==> src/design/pjsc_pkg.sv <==
// ----------------------------------------------------------------------------
// pjsc_pkg: shared types and constants of the png/jpeg stream carver
// Header byte patterns, field widths, state machine codes and the structs that
// travel between the window control, the region tracker and the result queue.
// ----------------------------------------------------------------------------
`default_nettype none

package pjsc_pkg;

   localparam int WIN_BYTES       = 10;
   localparam int MAX_BLOCK_BYTES = 16777216;
   localparam int POS_W           = $clog2(MAX_BLOCK_BYTES) + 1;
   localparam int START_W         = 24;
   localparam int LEN_W           = 25;
   localparam int OFFS_W          = 34;
   localparam int CHB_W           = 56;
   localparam int FLUSH_W         = $clog2(WIN_BYTES - 1);

   typedef logic [POS_W-1:0]   pos_type;
   typedef logic [START_W-1:0] start_type;
   typedef logic [LEN_W-1:0]   len_type;
   typedef logic [OFFS_W-1:0]  offs_type;
   typedef logic [CHB_W-1:0]   chb_type;
   typedef logic [FLUSH_W-1:0] flush_type;

   // index 0 is the oldest byte
   typedef logic [WIN_BYTES-1:0][7:0] window_type;

   localparam pos_type   POS_JUDGE  = pos_type'(WIN_BYTES - 1);
   localparam pos_type   POS_LIMIT  = pos_type'(MAX_BLOCK_BYTES);
   localparam flush_type FLUSH_LAST = flush_type'(WIN_BYTES - 2);

   localparam logic [63:0] PNG_SIG   = 64'h89504E470D0A1A0A;
   localparam logic [7:0]  MARKER    = 8'hFF;
   localparam logic [7:0]  SOI_CODE  = 8'hD8;
   localparam logic [7:0]  EOI_CODE  = 8'hD9;
   localparam logic [7:0]  APP0_CODE = 8'hE0;
   localparam logic [7:0]  APP1_CODE = 8'hE1;
   localparam logic [31:0] JFIF_ID   = 32'h4A464946;
   localparam logic [31:0] EXIF_ID   = 32'h45786966;
   localparam logic [31:0] IEND_TYPE = 32'h49454E44;

   localparam int       CHUNK_OVERHEAD = 12;
   localparam offs_type FIRST_CHUNK    = offs_type'(8);

   localparam logic FMT_PNG  = 1'b0;
   localparam logic FMT_JPEG = 1'b1;

   typedef enum logic [1:0] {
      ST_RUN,
      ST_FLUSH,
      ST_PEND,
      ST_FINAL
   } state_type;

   typedef struct packed {
      logic [START_W-1:0] start;
      logic [LEN_W-1:0]   length;
      logic               format;
      logic               last;
   } result_type;

   typedef struct packed {
      logic               feed;
      logic               open;
      logic               format;
      logic [START_W-1:0] start;
      logic               clear;
   } region_ctrl_type;

   typedef struct packed {
      logic               valid;
      logic [START_W-1:0] start;
      logic [LEN_W-1:0]   length;
      logic               format;
   } region_close_type;

endpackage

`default_nettype wire

==> src/design/pjsc_header.sv <==
// ----------------------------------------------------------------------------
// pjsc_header: image header detector
// Compares the ten byte look-ahead window against the png signature and the
// jpeg soi + app0 jfif / soi + app1 exif headers.
// ----------------------------------------------------------------------------
`default_nettype none

module pjsc_header (
   input  wire pjsc_pkg::window_type window,
   output logic                     hit,
   output logic                     format
);

   logic png_hit;
   logic jpeg_pre;
   logic jfif_hit;
   logic exif_hit;

   always_comb begin
      png_hit  = {window[0], window[1], window[2], window[3],
                  window[4], window[5], window[6], window[7]} == pjsc_pkg::PNG_SIG;
      jpeg_pre = (window[0] == pjsc_pkg::MARKER) && (window[1] == pjsc_pkg::SOI_CODE) &&
                 (window[2] == pjsc_pkg::MARKER);
      jfif_hit = (window[3] == pjsc_pkg::APP0_CODE) &&
                 ({window[6], window[7], window[8], window[9]} == pjsc_pkg::JFIF_ID);
      exif_hit = (window[3] == pjsc_pkg::APP1_CODE) &&
                 ({window[6], window[7], window[8], window[9]} == pjsc_pkg::EXIF_ID);
      hit      = png_hit || (jpeg_pre && (jfif_hit || exif_hit));
      format   = png_hit ? pjsc_pkg::FMT_PNG : pjsc_pkg::FMT_JPEG;
   end

endmodule

`default_nettype wire

==> src/design/pjsc_region.sv <==
// ----------------------------------------------------------------------------
// pjsc_region: carved region tracker
// Holds the open region and consumes one byte per feed: walks the png chunk
// chain to iend, or tracks the last jpeg eoi marker. Reports the close result.
// ----------------------------------------------------------------------------
`default_nettype none

module pjsc_region (
   input  wire                            clock,
   input  wire                            reset,
   input  wire pjsc_pkg::region_ctrl_type ctrl,
   input  wire [7:0]                      feed_byte,
   output pjsc_pkg::region_close_type     close
);

   logic                 open_ff,   open_in;
   logic                 fmt_ff,    fmt_in;
   pjsc_pkg::start_type  start_ff,  start_in;
   pjsc_pkg::offs_type   nco_ff,    nco_in;
   pjsc_pkg::chb_type    chb_ff,    chb_in;
   logic                 found_ff,  found_in;
   pjsc_pkg::len_type    tlen_ff,   tlen_in;
   logic                 prevff_ff, prevff_in;
   pjsc_pkg::len_type    rel_ff,    rel_in;

   logic                 eff_open;
   logic                 eff_fmt;
   pjsc_pkg::start_type  eff_start;
   pjsc_pkg::offs_type   eff_nco;
   pjsc_pkg::chb_type    eff_chb;
   logic                 eff_found;
   pjsc_pkg::len_type    eff_tlen;
   logic                 eff_prevff;
   pjsc_pkg::len_type    eff_rel;

   logic [pjsc_pkg::OFFS_W:0] diff;
   logic                      in_hdr;
   logic                      hdr_done;
   logic [31:0]               chunk_size;
   logic [31:0]               chunk_kind;
   pjsc_pkg::offs_type        nco_add;

   assign close.valid  = open_ff && found_ff;
   assign close.start  = start_ff;
   assign close.length = tlen_ff;
   assign close.format = fmt_ff;

   // a header opens the region before its own byte is fed
   always_comb begin
      if (ctrl.open) begin
         eff_open   = 1'b1;
         eff_fmt    = ctrl.format;
         eff_start  = ctrl.start;
         eff_nco    = pjsc_pkg::FIRST_CHUNK;
         eff_chb    = '0;
         eff_found  = 1'b0;
         eff_tlen   = '0;
         eff_prevff = 1'b0;
         eff_rel    = '0;
      end else begin
         eff_open   = open_ff;
         eff_fmt    = fmt_ff;
         eff_start  = start_ff;
         eff_nco    = nco_ff;
         eff_chb    = chb_ff;
         eff_found  = found_ff;
         eff_tlen   = tlen_ff;
         eff_prevff = prevff_ff;
         eff_rel    = rel_ff;
      end
   end

   always_comb begin
      diff       = {1'b0, pjsc_pkg::offs_type'(eff_rel)} - {1'b0, eff_nco};
      in_hdr     = !diff[pjsc_pkg::OFFS_W] && (diff[pjsc_pkg::OFFS_W-1:3] == '0);
      hdr_done   = diff[2:0] == 3'd7;
      chunk_size = eff_chb[pjsc_pkg::CHB_W-1 -: 32];
      chunk_kind = {eff_chb[23:0], feed_byte};
      nco_add    = eff_nco + pjsc_pkg::offs_type'(pjsc_pkg::CHUNK_OVERHEAD) +
                   pjsc_pkg::offs_type'(chunk_size);
   end

   always_comb begin
      open_in   = eff_open;
      fmt_in    = eff_fmt;
      start_in  = eff_start;
      nco_in    = eff_nco;
      chb_in    = eff_chb;
      found_in  = eff_found;
      tlen_in   = eff_tlen;
      prevff_in = eff_prevff;
      rel_in    = eff_rel;
      if (ctrl.feed && eff_open) begin
         rel_in = eff_rel + pjsc_pkg::len_type'(1);
         if (eff_fmt == pjsc_pkg::FMT_PNG) begin
            if (!eff_found && in_hdr) begin
               chb_in = {eff_chb[pjsc_pkg::CHB_W-9:0], feed_byte};
               if (hdr_done) begin
                  if (chunk_kind == pjsc_pkg::IEND_TYPE) begin
                     found_in = 1'b1;
                     tlen_in  = eff_nco[pjsc_pkg::LEN_W-1:0] +
                                pjsc_pkg::len_type'(pjsc_pkg::CHUNK_OVERHEAD);
                  end else begin
                     nco_in = nco_add;
                  end
               end
            end
         end else begin
            if (eff_prevff && (feed_byte == pjsc_pkg::EOI_CODE) && (eff_rel != '0)) begin
               found_in = 1'b1;
               tlen_in  = eff_rel + pjsc_pkg::len_type'(1);
            end
            prevff_in = feed_byte == pjsc_pkg::MARKER;
         end
      end
      if (ctrl.clear) begin
         open_in   = 1'b0;
         fmt_in    = 1'b0;
         start_in  = '0;
         nco_in    = '0;
         chb_in    = '0;
         found_in  = 1'b0;
         tlen_in   = '0;
         prevff_in = 1'b0;
         rel_in    = '0;
      end
   end

   always_ff @(posedge clock) begin
      if (reset) begin
         open_ff   <= 1'b0;
         fmt_ff    <= 1'b0;
         start_ff  <= '0;
         nco_ff    <= '0;
         chb_ff    <= '0;
         found_ff  <= 1'b0;
         tlen_ff   <= '0;
         prevff_ff <= 1'b0;
         rel_ff    <= '0;
      end else begin
         open_ff   <= open_in;
         fmt_ff    <= fmt_in;
         start_ff  <= start_in;
         nco_ff    <= nco_in;
         chb_ff    <= chb_in;
         found_ff  <= found_in;
         tlen_ff   <= tlen_in;
         prevff_ff <= prevff_in;
         rel_ff    <= rel_in;
      end
   end

endmodule

`default_nettype wire

==> src/design/pjsc_rsp_fifo.sv <==
// ----------------------------------------------------------------------------
// pjsc_rsp_fifo: two entry result queue
// Decouples the result channel from the byte scan so a byte can be taken while
// an earlier result is still waiting.
// ----------------------------------------------------------------------------
`default_nettype none

module pjsc_rsp_fifo (
   input  wire                       clock,
   input  wire                       reset,
   input  wire                       push,
   input  wire pjsc_pkg::result_type push_data,
   input  wire                       pop_stall,
   output logic                      out_valid,
   output pjsc_pkg::result_type      out_data,
   output logic                      full
);

   pjsc_pkg::result_type slot0_ff, slot0_in;
   pjsc_pkg::result_type slot1_ff, slot1_in;
   logic [1:0]           count_ff, count_in;
   logic                 pop;
   logic [1:0]           wr_idx;

   assign out_valid = count_ff != 2'd0;
   assign out_data  = slot0_ff;
   assign full      = count_ff == 2'd2;
   assign pop       = out_valid && !pop_stall;
   assign wr_idx    = count_ff - {1'b0, pop};

   always_comb begin
      slot0_in = pop ? slot1_ff : slot0_ff;
      slot1_in = slot1_ff;
      if (push) begin
         if (wr_idx == 2'd0) begin
            slot0_in = push_data;
         end else begin
            slot1_in = push_data;
         end
      end
      count_in = count_ff + {1'b0, push} - {1'b0, pop};
   end

   always_ff @(posedge clock) begin
      slot0_ff <= slot0_in;
      slot1_ff <= slot1_in;
      if (reset) begin
         count_ff <= 2'd0;
      end else begin
         count_ff <= count_in;
      end
   end

endmodule

`default_nettype wire

==> src/design/png_jpeg_stream_carver_top.sv <==
// ----------------------------------------------------------------------------
// png_jpeg_stream_carver_top: png/jpeg image carver for one data block
// Scans a byte stream through a ten byte look-ahead window and reports the
// start, length and format of every png or jpeg image carved from the block.
// ----------------------------------------------------------------------------
// Takes one byte per clock cycle unless held off; each byte is judged in the
// cycle it is taken, with header compare and region update done between the
// look-ahead window register and the two entry result queue. Input is held off
// while that queue is full and during the end of block. The flagged last byte
// starts the end of block: the flush state pushes the window tail through the
// region tracker, then the pend and final states hand the last results to the
// queue while it has room, after which the block is ready for the next data
// block.
`default_nettype none

module png_jpeg_stream_carver_top (
   input  wire         clock,
   input  wire         reset,
   input  wire         req_valid,
   output logic        req_stall,
   input  wire  [7:0]  req_data_byte,
   input  wire         req_last_byte,
   output logic        rsp_valid,
   input  wire         rsp_stall,
   output logic [23:0] rsp_image_start,
   output logic [24:0] rsp_image_length,
   output logic        rsp_image_format,
   output logic        rsp_last_of_run
);

   pjsc_pkg::state_type   state_ff, state_in;
   pjsc_pkg::window_type  window_ff, window_in;
   pjsc_pkg::pos_type     pos_ff, pos_in;
   pjsc_pkg::flush_type   flush_cnt_ff, flush_cnt_in;
   logic                  pend_valid_ff, pend_valid_in;
   pjsc_pkg::result_type  pend_ff, pend_in;

   pjsc_pkg::window_type      window_new;
   logic                      hdr_hit;
   logic                      hdr_fmt;
   pjsc_pkg::region_ctrl_type ctrl;
   pjsc_pkg::region_close_type close;
   pjsc_pkg::result_type      push_data;
   pjsc_pkg::result_type      rsp_data;
   logic                      push;
   logic                      fifo_full;
   logic                      accept;
   logic                      step;
   logic                      judge;
   logic                      header_close;
   logic                      done;

   assign window_new   = {req_data_byte, window_ff[pjsc_pkg::WIN_BYTES-1:1]};
   assign req_stall    = (state_ff != pjsc_pkg::ST_RUN) || fifo_full;
   assign accept       = req_valid && !req_stall;
   assign step         = accept && (pos_ff < pjsc_pkg::POS_LIMIT);
   assign judge        = step && (pos_ff >= pjsc_pkg::POS_JUDGE);
   assign header_close = judge && hdr_hit && close.valid;
   assign done         = (state_ff == pjsc_pkg::ST_FINAL) && !fifo_full;

   pjsc_header u_header (
      .window (window_new),
      .hit    (hdr_hit),
      .format (hdr_fmt)
   );

   pjsc_region u_region (
      .clock     (clock),
      .reset     (reset),
      .ctrl      (ctrl),
      .feed_byte (window_ff[1]),
      .close     (close)
   );

   pjsc_rsp_fifo u_rsp_fifo (
      .clock     (clock),
      .reset     (reset),
      .push      (push),
      .push_data (push_data),
      .pop_stall (rsp_stall),
      .out_valid (rsp_valid),
      .out_data  (rsp_data),
      .full      (fifo_full)
   );

   assign rsp_image_start  = rsp_data.start;
   assign rsp_image_length = rsp_data.length;
   assign rsp_image_format = rsp_data.format;
   assign rsp_last_of_run  = rsp_data.last;

   // next state
   always_comb begin
      state_in = state_ff;
      case (state_ff)
         pjsc_pkg::ST_RUN: begin
            if (accept && req_last_byte) begin
               state_in = pjsc_pkg::ST_FLUSH;
            end
         end
         pjsc_pkg::ST_FLUSH: begin
            if (flush_cnt_ff == pjsc_pkg::FLUSH_LAST) begin
               state_in = pjsc_pkg::ST_PEND;
            end
         end
         pjsc_pkg::ST_PEND: begin
            if (!pend_valid_ff || !fifo_full) begin
               state_in = pjsc_pkg::ST_FINAL;
            end
         end
         pjsc_pkg::ST_FINAL: begin
            if (!fifo_full) begin
               state_in = pjsc_pkg::ST_RUN;
            end
         end
         default: begin
            state_in = pjsc_pkg::ST_RUN;
         end
      endcase
   end

   // control outputs
   always_comb begin
      ctrl      = '0;
      push      = 1'b0;
      push_data = '0;
      case (state_ff)
         pjsc_pkg::ST_RUN: begin
            ctrl.feed   = judge;
            ctrl.open   = judge && hdr_hit;
            ctrl.format = hdr_fmt;
            ctrl.start  = pjsc_pkg::start_type'(pos_ff - pjsc_pkg::POS_JUDGE);
            push        = header_close && !req_last_byte;
            push_data   = '{start: close.start, length: close.length,
                            format: close.format, last: 1'b1};
         end
         pjsc_pkg::ST_FLUSH: begin
            ctrl.feed = 1'b1;
         end
         pjsc_pkg::ST_PEND: begin
            push      = pend_valid_ff && !fifo_full;
            push_data = '{start: pend_ff.start, length: pend_ff.length,
                          format: pend_ff.format, last: !close.valid};
         end
         pjsc_pkg::ST_FINAL: begin
            ctrl.clear = !fifo_full;
            push       = close.valid && !fifo_full;
            push_data  = '{start: close.start, length: close.length,
                           format: close.format, last: 1'b1};
         end
         default: begin
            ctrl = '0;
         end
      endcase
   end

   // window, position and held result
   always_comb begin
      window_in     = window_ff;
      pos_in        = pos_ff;
      flush_cnt_in  = '0;
      pend_valid_in = pend_valid_ff;
      pend_in       = pend_ff;
      if (step) begin
         window_in = window_new;
         pos_in    = pos_ff + pjsc_pkg::pos_type'(1);
      end
      if (accept && req_last_byte) begin
         pend_valid_in = header_close;
         pend_in       = '{start: close.start, length: close.length,
                           format: close.format, last: 1'b0};
      end
      if (state_ff == pjsc_pkg::ST_FLUSH) begin
         window_in    = {8'h00, window_ff[pjsc_pkg::WIN_BYTES-1:1]};
         flush_cnt_in = flush_cnt_ff + pjsc_pkg::flush_type'(1);
      end
      if (done) begin
         window_in     = '0;
         pos_in        = '0;
         pend_valid_in = 1'b0;
      end
   end

   always_ff @(posedge clock) begin
      pend_ff <= pend_in;
      if (reset) begin
         state_ff      <= pjsc_pkg::ST_RUN;
         window_ff     <= '0;
         pos_ff        <= '0;
         flush_cnt_ff  <= '0;
         pend_valid_ff <= 1'b0;
      end else begin
         state_ff      <= state_in;
         window_ff     <= window_in;
         pos_ff        <= pos_in;
         flush_cnt_ff  <= flush_cnt_in;
         pend_valid_ff <= pend_valid_in;
      end
   end

   a_stall_when_busy: assert property (@(posedge clock) disable iff (reset)
      state_ff != pjsc_pkg::ST_RUN |-> req_stall)
      else $error("request taken outside the scan state");

   a_last_starts_flush: assert property (@(posedge clock) disable iff (reset)
      accept && req_last_byte |=> state_ff == pjsc_pkg::ST_FLUSH)
      else $error("last byte did not start the window flush");

   a_flush_length: assert property (@(posedge clock) disable iff (reset)
      (state_ff == pjsc_pkg::ST_FLUSH) && (flush_cnt_ff == pjsc_pkg::FLUSH_LAST)
      |=> state_ff == pjsc_pkg::ST_PEND)
      else $error("window flush did not end after the tail bytes");

   a_no_push_when_full: assert property (@(posedge clock) disable iff (reset)
      push |-> !fifo_full)
      else $error("result pushed into a full queue");

endmodule

`default_nettype wire

==> config.mk <==
export PLATFORM = sky130hd
export DESIGN_NAME = png_jpeg_stream_carver_top
export DESIGN_NICKNAME = d
export VERILOG_FILES = /design/src/design/pjsc_pkg.sv /design/src/design/pjsc_header.sv /design/src/design/pjsc_region.sv /design/src/design/pjsc_rsp_fifo.sv /design/src/design/png_jpeg_stream_carver_top.sv
export SDC_FILE = /design/constraint.sdc
export NUM_CORES = 1
export LEC_CHECK = 0
export BUFFER_PORTS_ARGS = -buffer_cell sky130_fd_sc_hd__buf_2
export CAP_MARGIN = 20
export CORE_ASPECT_RATIO = 1.2
export CORE_MARGIN = 5
export CORE_UTILIZATION = 45
export DETAILED_ROUTE_END_ITERATION = 8
export PLACE_DENSITY = 0.62
export SYNTH_ARGS = -nofsm -noshare
export SYNTH_HDL_FRONTEND = slang
export SYNTH_HIERARCHICAL = 1
export SYNTH_SLANG_ARGS = --single-unit
==> constraint.sdc <==
create_clock -name clock -period 14.9 [get_ports clock]
set_clock_uncertainty 0.15 [all_clocks]
set_input_delay 2.98 -clock clock [delete_from_list [all_inputs] [get_ports clock]]
set_output_delay 2.98 -clock clock [all_outputs]
set_load 0.05 [all_outputs]
==> metrics.txt <==
Via Count 20800; Max H-tree Level 2; dominant synthesized flop cell dfxtp_1; final instance area around 26000 um^2; Die Area 58000 um^2; highest routed layer met4; max_slew headroom 0.305; WL final just under 70000 um; Seq/Total Area, Yosys 0.398; setup TNS 0 ns; # setup viols final 0; fmax roughly 0.098 GHz; drt drc 0; Multi-input gate area around 13000 um^2; Syn-to-layout area delta 9.26%; ranking of synthesized cells by area dfxtp_1 27%, edfxtp_1 13%, nand2_1 6.7%; DR pass1 iterations 8; # resized after CTS 0; core area ~53000 um^2; CTS Buf Count 44; clock buffer depth 3; hold buffers post-CTS 0; Initial Util 0.455; distinct cell type count after synthesis ~110; Max Slew Vio Count 0; clk sinks approximately 430; Yosys reg bits around 430; RSZ-0062 raised after global routing no; Syn Area/Cell between 8 and 9 um^2; Mapped Cells ~2800; number of synthesized flops with an enable pin ~100; Fin Hold WS about 0.29 ns; register area around 9500 um^2; wl on met1 30300 um; FP Rows 92; initial antenna violation count 0; adder-cell share of the synthesized area 0.0478; Post-Synthesis Cell Area about 24000 um^2; maximum net fanout on the critical path slightly below 50; Pwr Density 123 nW/um^2; Yosys top cell by area dfxtp_1; final cell count without fillers roughly 3500; Synth Area in Compound Gates 0.195; Peak VDD IR 0.0964 mV; Synth async-reset ratio 0; Clock Tree Root clkbuf_16; Leakage ~10 nW; Post-DRT Antenna Nets 0; total track usage 0.223; worst-skew pair later-pin latency approximately 0.58 ns; share of cells above drive strength 1 0.0810; die height roughly 260 um; first-pass GRT wire length 108000 um; outcome finished, final reports clean; Worst Max-Slew Pin Slew just over 1 ns; largest net degree at the start of global routing between 100 and 150; HPWL Detailed 47800 um; YS warnings 6; antenna cells 0; I/O pins 66; fin crit period 10.15 ns; Total Nets Final 2867; wire length on met2 about 31000 um; CTS tree done; Crit. End Element flip-flop; Via-to-Cell Ratio 5.94; Required @ worst endpoint approximately 15 ns; PortBufs 65; max_cap viols 0; Synth top area share 0.272; Filler Cells Inserted approximately 5000; Setup Fix Bufs, Post-CTS 0; routed wl met3 just under 4000 um; placed cell areas approximately 25000 um^2; routed len/inst between 15 and 20 um; Critical Path Start Type input port; Final Hold Fails 0; vias in the first global route just under 20000; WS Path Type in -> reg; clk slew on worst S/H paths ~0.060 ns; placed instance count 3426; largest family of logic cells by synthesized area simple AND/OR/NAND/NOR gates; chip width between 200 and 250 um; CP arrival ~10 ns; Congestion Overflow GR 0; Final Total Pwr about 3.2 mW; number of DRC markers in iteration 0 around 2100; Synthesized Nets just under 3000; placer congestion estimate about 0.92; post-synthesis simple-gate area fraction 0.244; Synth Area in XOR/XNOR 0.0467; Hold WC Path Type reg -> reg; crit share post-route 0.681; mux contribution to synthesized area 0.0243
cell usage in the layout, fill, tap and decap left out, types with 29 or more instances in the layout:
cell and count:
o21ai_0 88, nor2_1 231, nand2b_1 29, a21oi_1 250
nor2b_1 105, inv_1 39, buf_4 30, a21o_1 39
nand4_1 45, nand3_1 82, edfxtp_1 101, xor2_1 57
a22oi_1 103, xnor2_1 67, nor4_1 36, mux2i_1 56
nor3_1 50, buf_2 65, clkbuf_16 47, a2bb2oi_1 51
ha_1 83, nand2_1 424, dfxtp_1 325
final timing paths:
kind / from / to / slack, ns / depth (start not counted)
max reg2reg: window_ff[71]$_SDFFE_PP0P_ / u_region/nco_ff[15]$_SDFF_PP0_ / 6.80 / 25
max: req_data_byte[0] / u_region/nco_ff[15]$_SDFF_PP0_ / 4.75 / 26
min reg2reg: u_region/chb_ff[28]$_SDFF_PP0_ / u_region/chb_ff[28]$_SDFF_PP0_ / 0.29 / 2
min: u_region/chb_ff[28]$_SDFF_PP0_ / u_region/chb_ff[28]$_SDFF_PP0_ / 0.29 / 2
cells by family after synthesis:
kind of cell	after synthesis
multiplexers	58
buffers and inverters	243
flip-flops	426
AND/OR/NAND/NOR	1176
XOR/XNOR	126
AO/OA/AOI/OAI	706
adder cells (fa/ha/maj)	92
per-layer routing:
metal | up-vias | GRT usage
met5 | - | 0
met4 | 0 | 0.0704
met3 | 138 | 0.0263
met2 | 661 | 0.360
met1 | 9971 | 0.313
li1 | 10100 | -
area by class of cell:
class                   count  share of cell area
multi-input cells        2158               0.514
flip-flops and latches    426               0.364
clock buffers              62              0.0498
well taps                 705              0.0337
repair buffers             97              0.0226
clock inverters            19              0.0101
inverters                  41             0.00588
cell usage after synthesis (all sizes together), types with 51 or more instances:
cell type,instances
nand2,425
nand3,82
ha,85
edfxtp,101
o21ai,93
nor2,233
dfxtp,325
buf,77
clkbuf,125
a2bb2oi,51
xnor2,69
a21oi,252
nor2b,108
mux2i,56
a22oi,103
xor2,57
through the flow:
step,setup WS [ns],util
finish,4.75,0.498
global route,4.22,0.498
CTS,4.80,0.497
detailed placement,4.23,0.467
global placement,4.40,0.467
floorplan,4.18,-
state kept, by name, summed over array words and instances (netlist names), 4 cells and up:
register and cells:
window_ff 72, u_region/chb_ff 56, u_rsp_fifo/out_data 51, u_rsp_fifo/slot1_ff 51, pend_ff 50, u_region/nco_ff 34, pos_ff 25, u_region/rel_ff 25
u_region/tlen_ff 25, u_region/start_ff 24, flush_cnt_ff 4
worst max-delay path, stage by stage:
cell     delay (ns)
buf_2          0.10
or4b_1         0.51
nor4_1         0.38
nand4_1        0.16
o22ai_1        0.25
nand2_1        0.20
nor2_4         0.53
inv_1          0.09
buf_4          0.35
nand2_1        0.22
ha_1           0.25
inv_1          0.06
ha_1           0.24
o311a_1        0.43
nor3_1         0.36
nor4_1         0.15
or4_1          0.54
nor4_1         0.18
nand4_1        0.13
or4_1          0.48
nor4_4         0.26
buf_4          0.30
and2_1         0.55
buf_4          0.39
mux2i_1        0.23
nor2_1         0.05
where the power goes:
part,internal [mW],switching (mW),total [mW]
sequential,1.29,0.0495,1.33
clock,0.702,0.481,1.18
combinational,0.173,0.534,0.708
total,2.16,1.06,3.23
(Power assumes the default switching activity.)
